--- src/sv/delta_sleep_timer_queue_macros.svh ---
// Assertion macros used by the delta sleep timer queue datapath.
// Plain SystemVerilog; no other dependencies.
`ifndef DELTA_SLEEP_TIMER_QUEUE_MACROS_SVH
`define DELTA_SLEEP_TIMER_QUEUE_MACROS_SVH

// Same-cycle implication, disabled while reset is asserted.
`define DSTQ_ASSERT_IMPL(label, clk, rst_n, ante, cons, msg) \
  label: assert property (@(posedge clk) disable iff (!(rst_n)) (ante) |-> (cons)) \
    else $error(msg);

// Next-cycle implication, disabled while reset is asserted.
`define DSTQ_ASSERT_NEXT(label, clk, rst_n, ante, cons, msg) \
  label: assert property (@(posedge clk) disable iff (!(rst_n)) (ante) |=> (cons)) \
    else $error(msg);

`endif

--- src/sv/dstq_pkg.sv ---
// Package for the delta sleep timer queue: sizes, codes and the command and
// status structs that join the controller and the datapath. No dependencies.
`timescale 1ns / 1ps

package dstq_pkg;

  localparam int DEPTH      = 16;
  localparam int TIME_WIDTH = 16;
  localparam int TASK_WIDTH = 16;
  localparam int SLEEP_WIDTH = 16;

  localparam int IDX_W  = $clog2(DEPTH);
  localparam int CNT_W  = $clog2(DEPTH + 1);
  localparam int WIDE_W = (TIME_WIDTH > SLEEP_WIDTH) ? TIME_WIDTH : SLEEP_WIDTH;

  typedef logic [TIME_WIDTH-1:0] time_t;
  typedef logic [TASK_WIDTH-1:0] task_t;
  typedef logic [CNT_W-1:0]      cnt_t;
  typedef logic [IDX_W-1:0]      idx_t;

  // Input word kinds.
  localparam logic KIND_INSERT = 1'b0;
  localparam logic KIND_TICK   = 1'b1;

  // Result word kinds and insert status codes.
  localparam logic RES_STATUS = 1'b0;
  localparam logic RES_WOKEN  = 1'b1;
  localparam logic ST_OK      = 1'b0;
  localparam logic ST_FULL    = 1'b1;

  localparam logic [WIDE_W-1:0] TIME_MAX_W =
    WIDE_W'((64'd1 << TIME_WIDTH) - 64'd1);

  typedef struct packed {
    logic load;          // capture the input word
    logic walk_step;     // one step of the insert walk
    logic shift_step;    // one step of the make-room shift, or the final write
    logic tick_dec;      // decrement the head entry
    logic wake_emit;     // emit one woken task
    logic compact_step;  // one step of closing the gap after a wake
    logic emit_resp;     // emit the insert status
  } cmd_t;

  typedef struct packed {
    logic full;
    logic empty;
    logic walk_stop;
    logic shift_done;
    logic expire;
    logic wake_last;
    logic compact_done;
    logic out_free;
  } sts_t;

  // Zero sleeps one tick; values wider than the time field saturate.
  function automatic time_t sat_time(input logic [SLEEP_WIDTH-1:0] s);
    logic [WIDE_W-1:0] w;
    w = WIDE_W'(s);
    if (w == '0) begin
      w = WIDE_W'(1);
    end
    if (w > TIME_MAX_W) begin
      w = TIME_MAX_W;
    end
    return time_t'(w);
  endfunction

endpackage

--- src/sv/dstq_ctrl.sv ---
// Controller state machine of the delta sleep timer queue.
// Depends on dstq_pkg for the command and status structs and the word codes.
`timescale 1ns / 1ps

module dstq_ctrl (
  input  logic          clk_i,
  input  logic          rst_ni,
  input  logic          in_valid_i,
  input  logic          in_kind_i,
  output logic          in_stall_o,
  input  dstq_pkg::sts_t sts_i,
  output dstq_pkg::cmd_t cmd_o
);

  typedef enum logic [6:0] {
    S_IDLE    = 7'b0000001,
    S_WALK    = 7'b0000010,
    S_SHIFT   = 7'b0000100,
    S_RESP    = 7'b0001000,
    S_TICK    = 7'b0010000,
    S_WAKE    = 7'b0100000,
    S_COMPACT = 7'b1000000
  } state_e;

  state_e state_q, state_d;

  assign in_stall_o = (state_q != S_IDLE);

  always_comb begin
    state_d = state_q;
    cmd_o   = '0;
    unique case (state_q)
      S_IDLE: begin
        if (in_valid_i) begin
          cmd_o.load = 1'b1;
          if (in_kind_i == dstq_pkg::KIND_INSERT) begin
            state_d = sts_i.full ? S_RESP : S_WALK;
          end else begin
            state_d = sts_i.empty ? S_IDLE : S_TICK;
          end
        end
      end
      S_WALK: begin
        cmd_o.walk_step = 1'b1;
        if (sts_i.walk_stop) begin
          state_d = S_SHIFT;
        end
      end
      S_SHIFT: begin
        cmd_o.shift_step = 1'b1;
        if (sts_i.shift_done) begin
          state_d = S_RESP;
        end
      end
      S_RESP: begin
        if (sts_i.out_free) begin
          cmd_o.emit_resp = 1'b1;
          state_d = S_IDLE;
        end
      end
      S_TICK: begin
        cmd_o.tick_dec = 1'b1;
        state_d = sts_i.expire ? S_WAKE : S_IDLE;
      end
      S_WAKE: begin
        if (sts_i.out_free) begin
          cmd_o.wake_emit = 1'b1;
          if (sts_i.wake_last) begin
            state_d = S_COMPACT;
          end
        end
      end
      S_COMPACT: begin
        cmd_o.compact_step = 1'b1;
        if (sts_i.compact_done) begin
          state_d = S_IDLE;
        end
      end
      default: begin
        state_d = S_IDLE;
      end
    endcase
  end

  always_ff @(posedge clk_i or negedge rst_ni) begin
    if (!rst_ni) begin
      state_q <= S_IDLE;
    end else begin
      state_q <= state_d;
    end
  end

endmodule

--- src/sv/dstq_dp.sv ---
// Datapath of the delta sleep timer queue: entry store, walk and shift
// counters, head arithmetic and the output register. Depends on dstq_pkg and the macros header.
`timescale 1ns / 1ps
`include "delta_sleep_timer_queue_macros.svh"

module dstq_dp (
  input  logic                                clk_i,
  input  logic                                rst_ni,
  input  dstq_pkg::cmd_t                      cmd_i,
  output dstq_pkg::sts_t                      sts_o,
  input  logic [dstq_pkg::TASK_WIDTH-1:0]     task_id_i,
  input  logic [dstq_pkg::SLEEP_WIDTH-1:0]    sleep_ticks_i,
  output logic                                out_valid_o,
  input  logic                                out_stall_i,
  output logic                                result_kind_o,
  output logic                                status_o,
  output logic [dstq_pkg::TASK_WIDTH-1:0]     woken_id_o,
  output logic                                last_o
);

  dstq_pkg::task_t task_mem  [dstq_pkg::DEPTH];
  dstq_pkg::time_t delta_mem [dstq_pkg::DEPTH];

  dstq_pkg::cnt_t  count_q, count_d;
  dstq_pkg::cnt_t  ptr_q, ptr_d;
  dstq_pkg::cnt_t  sh_q, sh_d;
  dstq_pkg::cnt_t  src_q, src_d;
  dstq_pkg::cnt_t  dst_q, dst_d;
  dstq_pkg::time_t t_q, t_d;
  dstq_pkg::task_t id_q, id_d;
  logic            fail_q, fail_d;

  logic            out_valid_q, out_valid_d;
  logic            out_kind_q, out_kind_d;
  logic            out_status_q, out_status_d;
  dstq_pkg::task_t out_id_q, out_id_d;
  logic            out_last_q, out_last_d;

  dstq_pkg::idx_t  rd_task_addr, rd_delta_addr;
  dstq_pkg::task_t rd_task;
  dstq_pkg::time_t rd_delta;

  dstq_pkg::idx_t  wr_addr;
  logic            wr_task_en, wr_delta_en;
  dstq_pkg::task_t wr_task;
  dstq_pkg::time_t wr_delta;

  dstq_pkg::cnt_t  ptr_inc;
  logic            ptr_lt_n, walk_adv, out_free;
  dstq_pkg::time_t head_dec;

  assign ptr_inc  = ptr_q + dstq_pkg::cnt_t'(1);
  assign ptr_lt_n = (ptr_q < count_q);
  assign out_free = !out_valid_q || !out_stall_i;

  // Read address selection: one task read and one delta read per cycle.
  always_comb begin
    rd_task_addr  = ptr_q[dstq_pkg::IDX_W-1:0];
    rd_delta_addr = ptr_q[dstq_pkg::IDX_W-1:0];
    if (cmd_i.shift_step) begin
      rd_task_addr  = dstq_pkg::IDX_W'(sh_q - dstq_pkg::cnt_t'(1));
      rd_delta_addr = dstq_pkg::IDX_W'(sh_q - dstq_pkg::cnt_t'(1));
    end else if (cmd_i.compact_step) begin
      rd_task_addr  = src_q[dstq_pkg::IDX_W-1:0];
      rd_delta_addr = src_q[dstq_pkg::IDX_W-1:0];
    end else if (cmd_i.wake_emit) begin
      rd_delta_addr = ptr_inc[dstq_pkg::IDX_W-1:0];
    end else if (cmd_i.tick_dec) begin
      rd_delta_addr = '0;
    end
  end

  assign rd_task  = task_mem[rd_task_addr];
  assign rd_delta = delta_mem[rd_delta_addr];

  // The head compares with >= so that a tie lands after it; later entries
  // use > so that a tie lands before the entry it ties with.
  assign walk_adv = ptr_lt_n &&
                    ((ptr_q == '0) ? (t_q >= rd_delta) : (t_q > rd_delta));
  assign head_dec = (rd_delta == '0) ? '0 : rd_delta - dstq_pkg::time_t'(1);

  always_comb begin
    sts_o.full         = (count_q == dstq_pkg::CNT_W'(dstq_pkg::DEPTH));
    sts_o.empty        = (count_q == '0);
    sts_o.walk_stop    = !walk_adv;
    sts_o.shift_done   = (sh_q == ptr_q);
    sts_o.expire       = (head_dec == '0);
    sts_o.wake_last    = !((ptr_inc < count_q) && (rd_delta == '0));
    sts_o.compact_done = (src_q >= count_q);
    sts_o.out_free     = out_free;
  end

  always_comb begin
    count_d = count_q;
    ptr_d   = ptr_q;
    sh_d    = sh_q;
    src_d   = src_q;
    dst_d   = dst_q;
    t_d     = t_q;
    id_d    = id_q;
    fail_d  = fail_q;

    wr_addr     = ptr_q[dstq_pkg::IDX_W-1:0];
    wr_task_en  = 1'b0;
    wr_delta_en = 1'b0;
    wr_task     = rd_task;
    wr_delta    = rd_delta;

    out_valid_d  = out_valid_q && out_stall_i;
    out_kind_d   = out_kind_q;
    out_status_d = out_status_q;
    out_id_d     = out_id_q;
    out_last_d   = out_last_q;

    if (cmd_i.load) begin
      id_d   = task_id_i;
      t_d    = dstq_pkg::sat_time(sleep_ticks_i);
      ptr_d  = '0;
      fail_d = sts_o.full;
    end

    if (cmd_i.walk_step) begin
      if (walk_adv) begin
        t_d   = t_q - rd_delta;
        ptr_d = ptr_inc;
      end else begin
        sh_d = count_q;
        if (ptr_lt_n) begin
          wr_delta_en = 1'b1;
          wr_delta    = rd_delta - t_q;
        end
      end
    end

    if (cmd_i.shift_step) begin
      wr_task_en  = 1'b1;
      wr_delta_en = 1'b1;
      if (sh_q > ptr_q) begin
        wr_addr = sh_q[dstq_pkg::IDX_W-1:0];
        sh_d    = sh_q - dstq_pkg::cnt_t'(1);
      end else begin
        wr_task  = id_q;
        wr_delta = t_q;
        count_d  = count_q + dstq_pkg::cnt_t'(1);
      end
    end

    if (cmd_i.tick_dec) begin
      wr_addr     = '0;
      wr_delta_en = 1'b1;
      wr_delta    = head_dec;
    end

    if (cmd_i.wake_emit) begin
      out_valid_d  = 1'b1;
      out_kind_d   = dstq_pkg::RES_WOKEN;
      out_status_d = dstq_pkg::ST_OK;
      out_id_d     = rd_task;
      out_last_d   = sts_o.wake_last;
      ptr_d        = ptr_inc;
      if (sts_o.wake_last) begin
        src_d = ptr_inc;
        dst_d = '0;
      end
    end

    if (cmd_i.compact_step) begin
      if (sts_o.compact_done) begin
        count_d = dst_q;
      end else begin
        wr_addr     = dst_q[dstq_pkg::IDX_W-1:0];
        wr_task_en  = 1'b1;
        wr_delta_en = 1'b1;
        src_d       = src_q + dstq_pkg::cnt_t'(1);
        dst_d       = dst_q + dstq_pkg::cnt_t'(1);
      end
    end

    if (cmd_i.emit_resp) begin
      out_valid_d  = 1'b1;
      out_kind_d   = dstq_pkg::RES_STATUS;
      out_status_d = fail_q ? dstq_pkg::ST_FULL : dstq_pkg::ST_OK;
      out_id_d     = '0;
      out_last_d   = 1'b1;
    end
  end

  always_ff @(posedge clk_i or negedge rst_ni) begin
    if (!rst_ni) begin
      count_q     <= '0;
      out_valid_q <= 1'b0;
    end else begin
      count_q     <= count_d;
      out_valid_q <= out_valid_d;
    end
  end

  always_ff @(posedge clk_i) begin
    ptr_q        <= ptr_d;
    sh_q         <= sh_d;
    src_q        <= src_d;
    dst_q        <= dst_d;
    t_q          <= t_d;
    id_q         <= id_d;
    fail_q       <= fail_d;
    out_kind_q   <= out_kind_d;
    out_status_q <= out_status_d;
    out_id_q     <= out_id_d;
    out_last_q   <= out_last_d;
  end

  always_ff @(posedge clk_i) begin
    if (wr_task_en) begin
      task_mem[wr_addr] <= wr_task;
    end
    if (wr_delta_en) begin
      delta_mem[wr_addr] <= wr_delta;
    end
  end

  assign out_valid_o   = out_valid_q;
  assign result_kind_o = out_kind_q;
  assign status_o      = out_status_q;
  assign woken_id_o    = out_id_q;
  assign last_o        = out_last_q;

  `DSTQ_ASSERT_IMPL(a_count_range, clk_i, rst_ni, 1'b1,
    count_q <= dstq_pkg::CNT_W'(dstq_pkg::DEPTH), "entry count exceeds depth")
  `DSTQ_ASSERT_IMPL(a_emit_when_free, clk_i, rst_ni,
    cmd_i.wake_emit || cmd_i.emit_resp, out_free, "result emitted over a held word")
  `DSTQ_ASSERT_NEXT(a_shift_from_tail, clk_i, rst_ni,
    cmd_i.walk_step && !walk_adv, sh_q == $past(count_q), "shift does not start at tail")
  `DSTQ_ASSERT_IMPL(a_compact_order, clk_i, rst_ni,
    cmd_i.compact_step && !sts_o.compact_done, dst_q < src_q, "compaction overruns source")

endmodule

--- src/sv/delta_sleep_timer_queue.sv ---
// Top level of the delta sleep timer queue: controller plus datapath.
// Depends on dstq_pkg, dstq_ctrl and dstq_dp.
//
//   Channel | Direction | Handshake              | Words
//   --------+-----------+------------------------+-----------------------------------
//   in      | input     | in_valid_i / in_stall_o | kind_i, task_id_i, sleep_ticks_i
//   out     | output    | out_valid_o/out_stall_i | result_kind_o, status_o, woken_id_o,
//           |           |                        | last_o
//
// An insert is accepted, walks the list, shifts the entries behind its place, writes
// itself and issues the status word; a full list skips straight to the status word.
// A tick decrements any head; on expiry it issues each woken task, then closes the gap.
// The entry store has a single write port, so shifts and compaction go entry by entry.
// Reset empties the queue at once; there is no clearing pass.
// A stalled output only holds the controller when it has a further word to issue.
`timescale 1ns / 1ps

module delta_sleep_timer_queue (
  input  logic                             clk_i,
  input  logic                             rst_ni,
  input  logic                             in_valid_i,
  output logic                             in_stall_o,
  input  logic                             kind_i,
  input  logic [dstq_pkg::TASK_WIDTH-1:0]  task_id_i,
  input  logic [dstq_pkg::SLEEP_WIDTH-1:0] sleep_ticks_i,
  output logic                             out_valid_o,
  input  logic                             out_stall_i,
  output logic                             result_kind_o,
  output logic                             status_o,
  output logic [dstq_pkg::TASK_WIDTH-1:0]  woken_id_o,
  output logic                             last_o
);

  // The controller sequences each insert through the walk, shift and status steps and each
  // tick through the tick, wake and compaction steps; the datapath reports back what it has found.
  dstq_pkg::cmd_t cmd;
  dstq_pkg::sts_t sts;

  dstq_ctrl u_ctrl (
    .clk_i      (clk_i),
    .rst_ni     (rst_ni),
    .in_valid_i (in_valid_i),
    .in_kind_i  (kind_i),
    .in_stall_o (in_stall_o),
    .sts_i      (sts),
    .cmd_o      (cmd)
  );

  // The datapath holds the delta list, in which the head entry carries its
  // absolute remaining ticks and every later entry the ticks after its
  // predecessor, and the output register that parts the two channels.
  dstq_dp u_dp (
    .clk_i         (clk_i),
    .rst_ni        (rst_ni),
    .cmd_i         (cmd),
    .sts_o         (sts),
    .task_id_i     (task_id_i),
    .sleep_ticks_i (sleep_ticks_i),
    .out_valid_o   (out_valid_o),
    .out_stall_i   (out_stall_i),
    .result_kind_o (result_kind_o),
    .status_o      (status_o),
    .woken_id_o    (woken_id_o),
    .last_o        (last_o)
  );

endmodule

--- config.mk ---
export PLATFORM = sky130hd
export DESIGN_NAME = delta_sleep_timer_queue
export DESIGN_NICKNAME = d
export VERILOG_FILES = /design/src/sv/dstq_pkg.sv /design/src/sv/dstq_ctrl.sv /design/src/sv/dstq_dp.sv /design/src/sv/delta_sleep_timer_queue.sv
export VERILOG_INCLUDE_DIRS = /design/src /design/src/sv
export SDC_FILE = /design/constraint.sdc
export NUM_CORES = 1
export LEC_CHECK = 0
export ABC_AREA = 1
export BUFFER_PORTS_ARGS = -buffer_cell sky130_fd_sc_hd__buf_2
export CAP_MARGIN = 20
export CORE_UTILIZATION = 49
export DETAILED_ROUTE_END_ITERATION = 6
export PLACE_DENSITY = 0.75
export SYNTH_ARGS = -nofsm -noshare
export SYNTH_HDL_FRONTEND = slang
export SYNTH_HIERARCHICAL = 1
export SYNTH_SLANG_ARGS = --single-unit
--- constraint.sdc ---
create_clock -name clk_i -period 13.65 [get_ports clk_i]
set_input_delay 0 -clock clk_i [delete_from_list [all_inputs] [get_ports clk_i]]
set_output_delay 0 -clock clk_i [all_outputs]
set_load 0.005 [all_outputs]
==> results.cfg <==
[outcome]
status = complete, no violations

[logic_synthesis]
ys_ff_latch = 597
syn_nets = 2859
synthAdderAreaFrac_pct = 2.703
ys.flop_type = edfxtp_1
synthArstFlopShare_pct = 2.178
synth_top_family_by_area = simple AND/OR/NAND/NOR gates
synth-edff-count = 530
ys_warn_count = 6
synth_compound_area_share_pct = 9.660
seq_area_frac_synth_pct = 61.16
synthXorXnorAreaFrac_pct = 1.144
synth_mux_area_share_pct = 0.03534
syn_inst = 2762
yosys.area_share.simple_pct = 18.79
syn_avg_cell_area_um2 = 10.26
ys_types = 52
syn_area_um2 = 28330

[hold_path]
min_path_cells = 2
hold_class = in2reg
min_to = u_dp/id_q[13]
min-delay-start = task_id_i[13]

[route]
first_iter_violations = 2281
vias_per_cell = 5.857
drt-pass1-iter-count = 5
wirelength_um = 77960
post_drt_wl_per_cell_um = 21.44
route.detailed.drc = 0
dr_total_vias = 21300
ant_nets = 0

[timing]
skew_ps = 43.44
setup_violations = 0
period_minus_slack_ps = 8599
slew_headroom_pct = 24.49
fin_tns_setup_ps = 0
period_share_pct = 63.00
fmax_mhz = 116.3
tightest_slew_ps = 1133
fin_worst_hold_slack_ps = 80.97
hold_violations = 0
grt_setup_unrepaired = false
slew_viol_final = 0

[cts]
cts_sinks = 597
cts_tree = done
worstSkewPairLatency_ps = 640
cts_buffers = 59
cts_root_buffer = clkbuf_16
cts.repair.resized = 0
clockBufferDepth = 3
clkTransAtPathRegs_ps = 70
h-tree-depth = 2

[floorplanning]
num_rows = 87
die_w_um = 242.4
die_h_um = 242.4
core_area_um2 = 56710
initial_core_util_pct = 49.95
ios = 58
design.die.area_um2 = 58770

[final_layout]
layoutNonFillerInstCount = 3637
layout_common_cells = 530 x edfxtp_1, 401 x nand2_1, 334 x nand3_1, 288 x inv_1, 260 x o21ai_0
final_cell_area_um2 = 31790
drive_above_1_share_pct = 11.07
fin_nets = 2927
layout_commonest_cell = edfxtp_1
area_growth_pct = 12.23
n_antenna_cell = 0

[global_routing]
antenna_found_initial = 0
grt_max_degree = 87
grt_pass1_vias = 20930
grt_remaining_overflow = 0
grt_pass1_wl_um = 118700
grt_use_total_pct = 25.98

[pwr]
p_sw_share_pct = 42.44
vdd_drop_max_mv = 0.1966
p_leak_uw = 0.01227
clkPwrFrac_pct = 21.3
intPower_uw = 4364
pwr-share-comb_pct = 44.3
powerDensity_nw_per_um2 = 238.5
pwr-share-seq_pct = 34.5
power.switching_uw = 3217

[worst_setup_path]
r2r_setup_slack_ps = 5050
crit_cells = 32
crit_type = reg2reg
crit_buf_inv = 7
cp_slowest_stage_delay_ps = 940
cp_slowest_cell = nand2_4
critPathMaxFanout = 81
crit_family = simple AND/OR/NAND/NOR gates
required_ps = 13890
start_kind = flop
r2r_end = u_dp/delta_mem[13][13]
reg2reg_depth = 32
reg2reg_from = u_ctrl/state_q[3]
arrival_ps = 8840
crit_path_end_kind = flop

[place]
gp_congestion = 0.9376
place_hpwl_um = 48020
dpl.cell_count = 3485
post_dp_cell_area_um2 = 29460
port_buffers = 57

[flow_run]
maxCapViolCount = 0
[power by group through the flow]
stage          combinational [uW]  sequential, uW  clock [uW]
2_1_floorplan                2110            2640           0
3_3_place_gp                 3200            2650           0
3_5_place_dp                 3250            2650           0
4_1_cts                      3280            2610        1620
5_1_grt                      3620            2620        1690
6_report                     3360            2610        1610
[synth_stat cells (all sizes together) (58+ instances only)]
master / number / area share [%]
o221ai: 67 / 2.1
clkbuf: 86 / 1.1
ha: 58 / 2.6
edfxtp: 530 / 56
nand2: 429 / 6.0
nand3b: 91 / 2.4
inv: 298 / 3.9
nand3: 339 / 6.1
nor2: 271 / 3.8
o21ai: 283 / 5.0
buf: 65 / 1.4
a21oi: 62 / 1.2
[sequential cells by signal, indices dropped and copies added, names as in the netlist, 5 cells and up]
name             flops
u_dp/src_q           5
u_dp/id_q           16
u_dp/ptr_q           5
u_dp/sh_q            5
u_dp/woken_id_o     16
u_ctrl/state_q       7
u_dp/count_q         5
u_dp/task_mem      256
u_dp/t_q            16
u_dp/dst_q           5
u_dp/delta_mem     256
[layout make-up]
| class | count | area, um2 |
|---|---|---|
| fill | 4692 | 24920 |
| sequential | 597 | 17320 |
| multi-input combinational | 1714 | 9324 |
| clock buffer | 82 | 1645 |
| timing repair buffer | 158 | 1140 |
| inverter | 300 | 1127 |
| tap | 756 | 945.9 |
| clock inverter | 30 | 284.0 |
[kinds of logic (layout without fill, tap and decap cells)]
family                     after synthesis  count (layout)
AOI/OAI and AO/OA                      465             465
and+or+nand+nor                       1151            1151
xor gates and xnor gates                37              37
adders and majority gates               60              60
muxes                                    1               1
buffers and inverters                  451             570
DFF                                    597             597
[worst max path at each step]
stage | start | to
2_1_floorplan | u_ctrl/state_q[3] | u_dp/delta_mem[0][1]
4_1_cts | u_ctrl/state_q[3] | u_dp/delta_mem[13][4]
5_1_grt | u_ctrl/state_q[3] | u_dp/delta_mem[13][13]
3_5_place_dp | u_ctrl/state_q[3] | u_dp/delta_mem[13][7]
3_3_place_gp | u_ctrl/state_q[3] | u_dp/delta_mem[15][12]
6_report | u_ctrl/state_q[3] | u_dp/delta_mem[13][13]
[routing by layer]
| layer | GRT usage, % | wire length, um | up-vias | share of wire, % |
|---|---|---|---|---|
| met5 | 0 | 0 | - | 0 |
| met4 | 11.76 | 3397 | 0 | 4.4 |
| met3 | 4.154 | 6767 | 208 | 8.7 |
| met2 | 43.40 | 37800 | 1085 | 48 |
| met1 | 33.26 | 30000 | 10250 | 38 |
| li1 | - | - | 9755 | - |
[per-stage QoR]
step | total power [uW] | setup slack [ps] | util, %
6_report | 7581 | 5051 | 56.05
5_1_grt | 7924 | 4348 | 56.05
4_1_cts | 7516 | 5160 | 56.02
3_5_place_dp | 5900 | 5227 | 51.95
3_3_place_gp | 5843 | 5407 | 51.94
2_1_floorplan | 4748 | 8485 | -
[what timing repair did]
action,4_1_cts,5_1_grt
endpoints found under the hold margin,56,0
hold buffers,38,0
setup buffers,0,0
No activity file was read; power rests on OpenSTA's default activity.
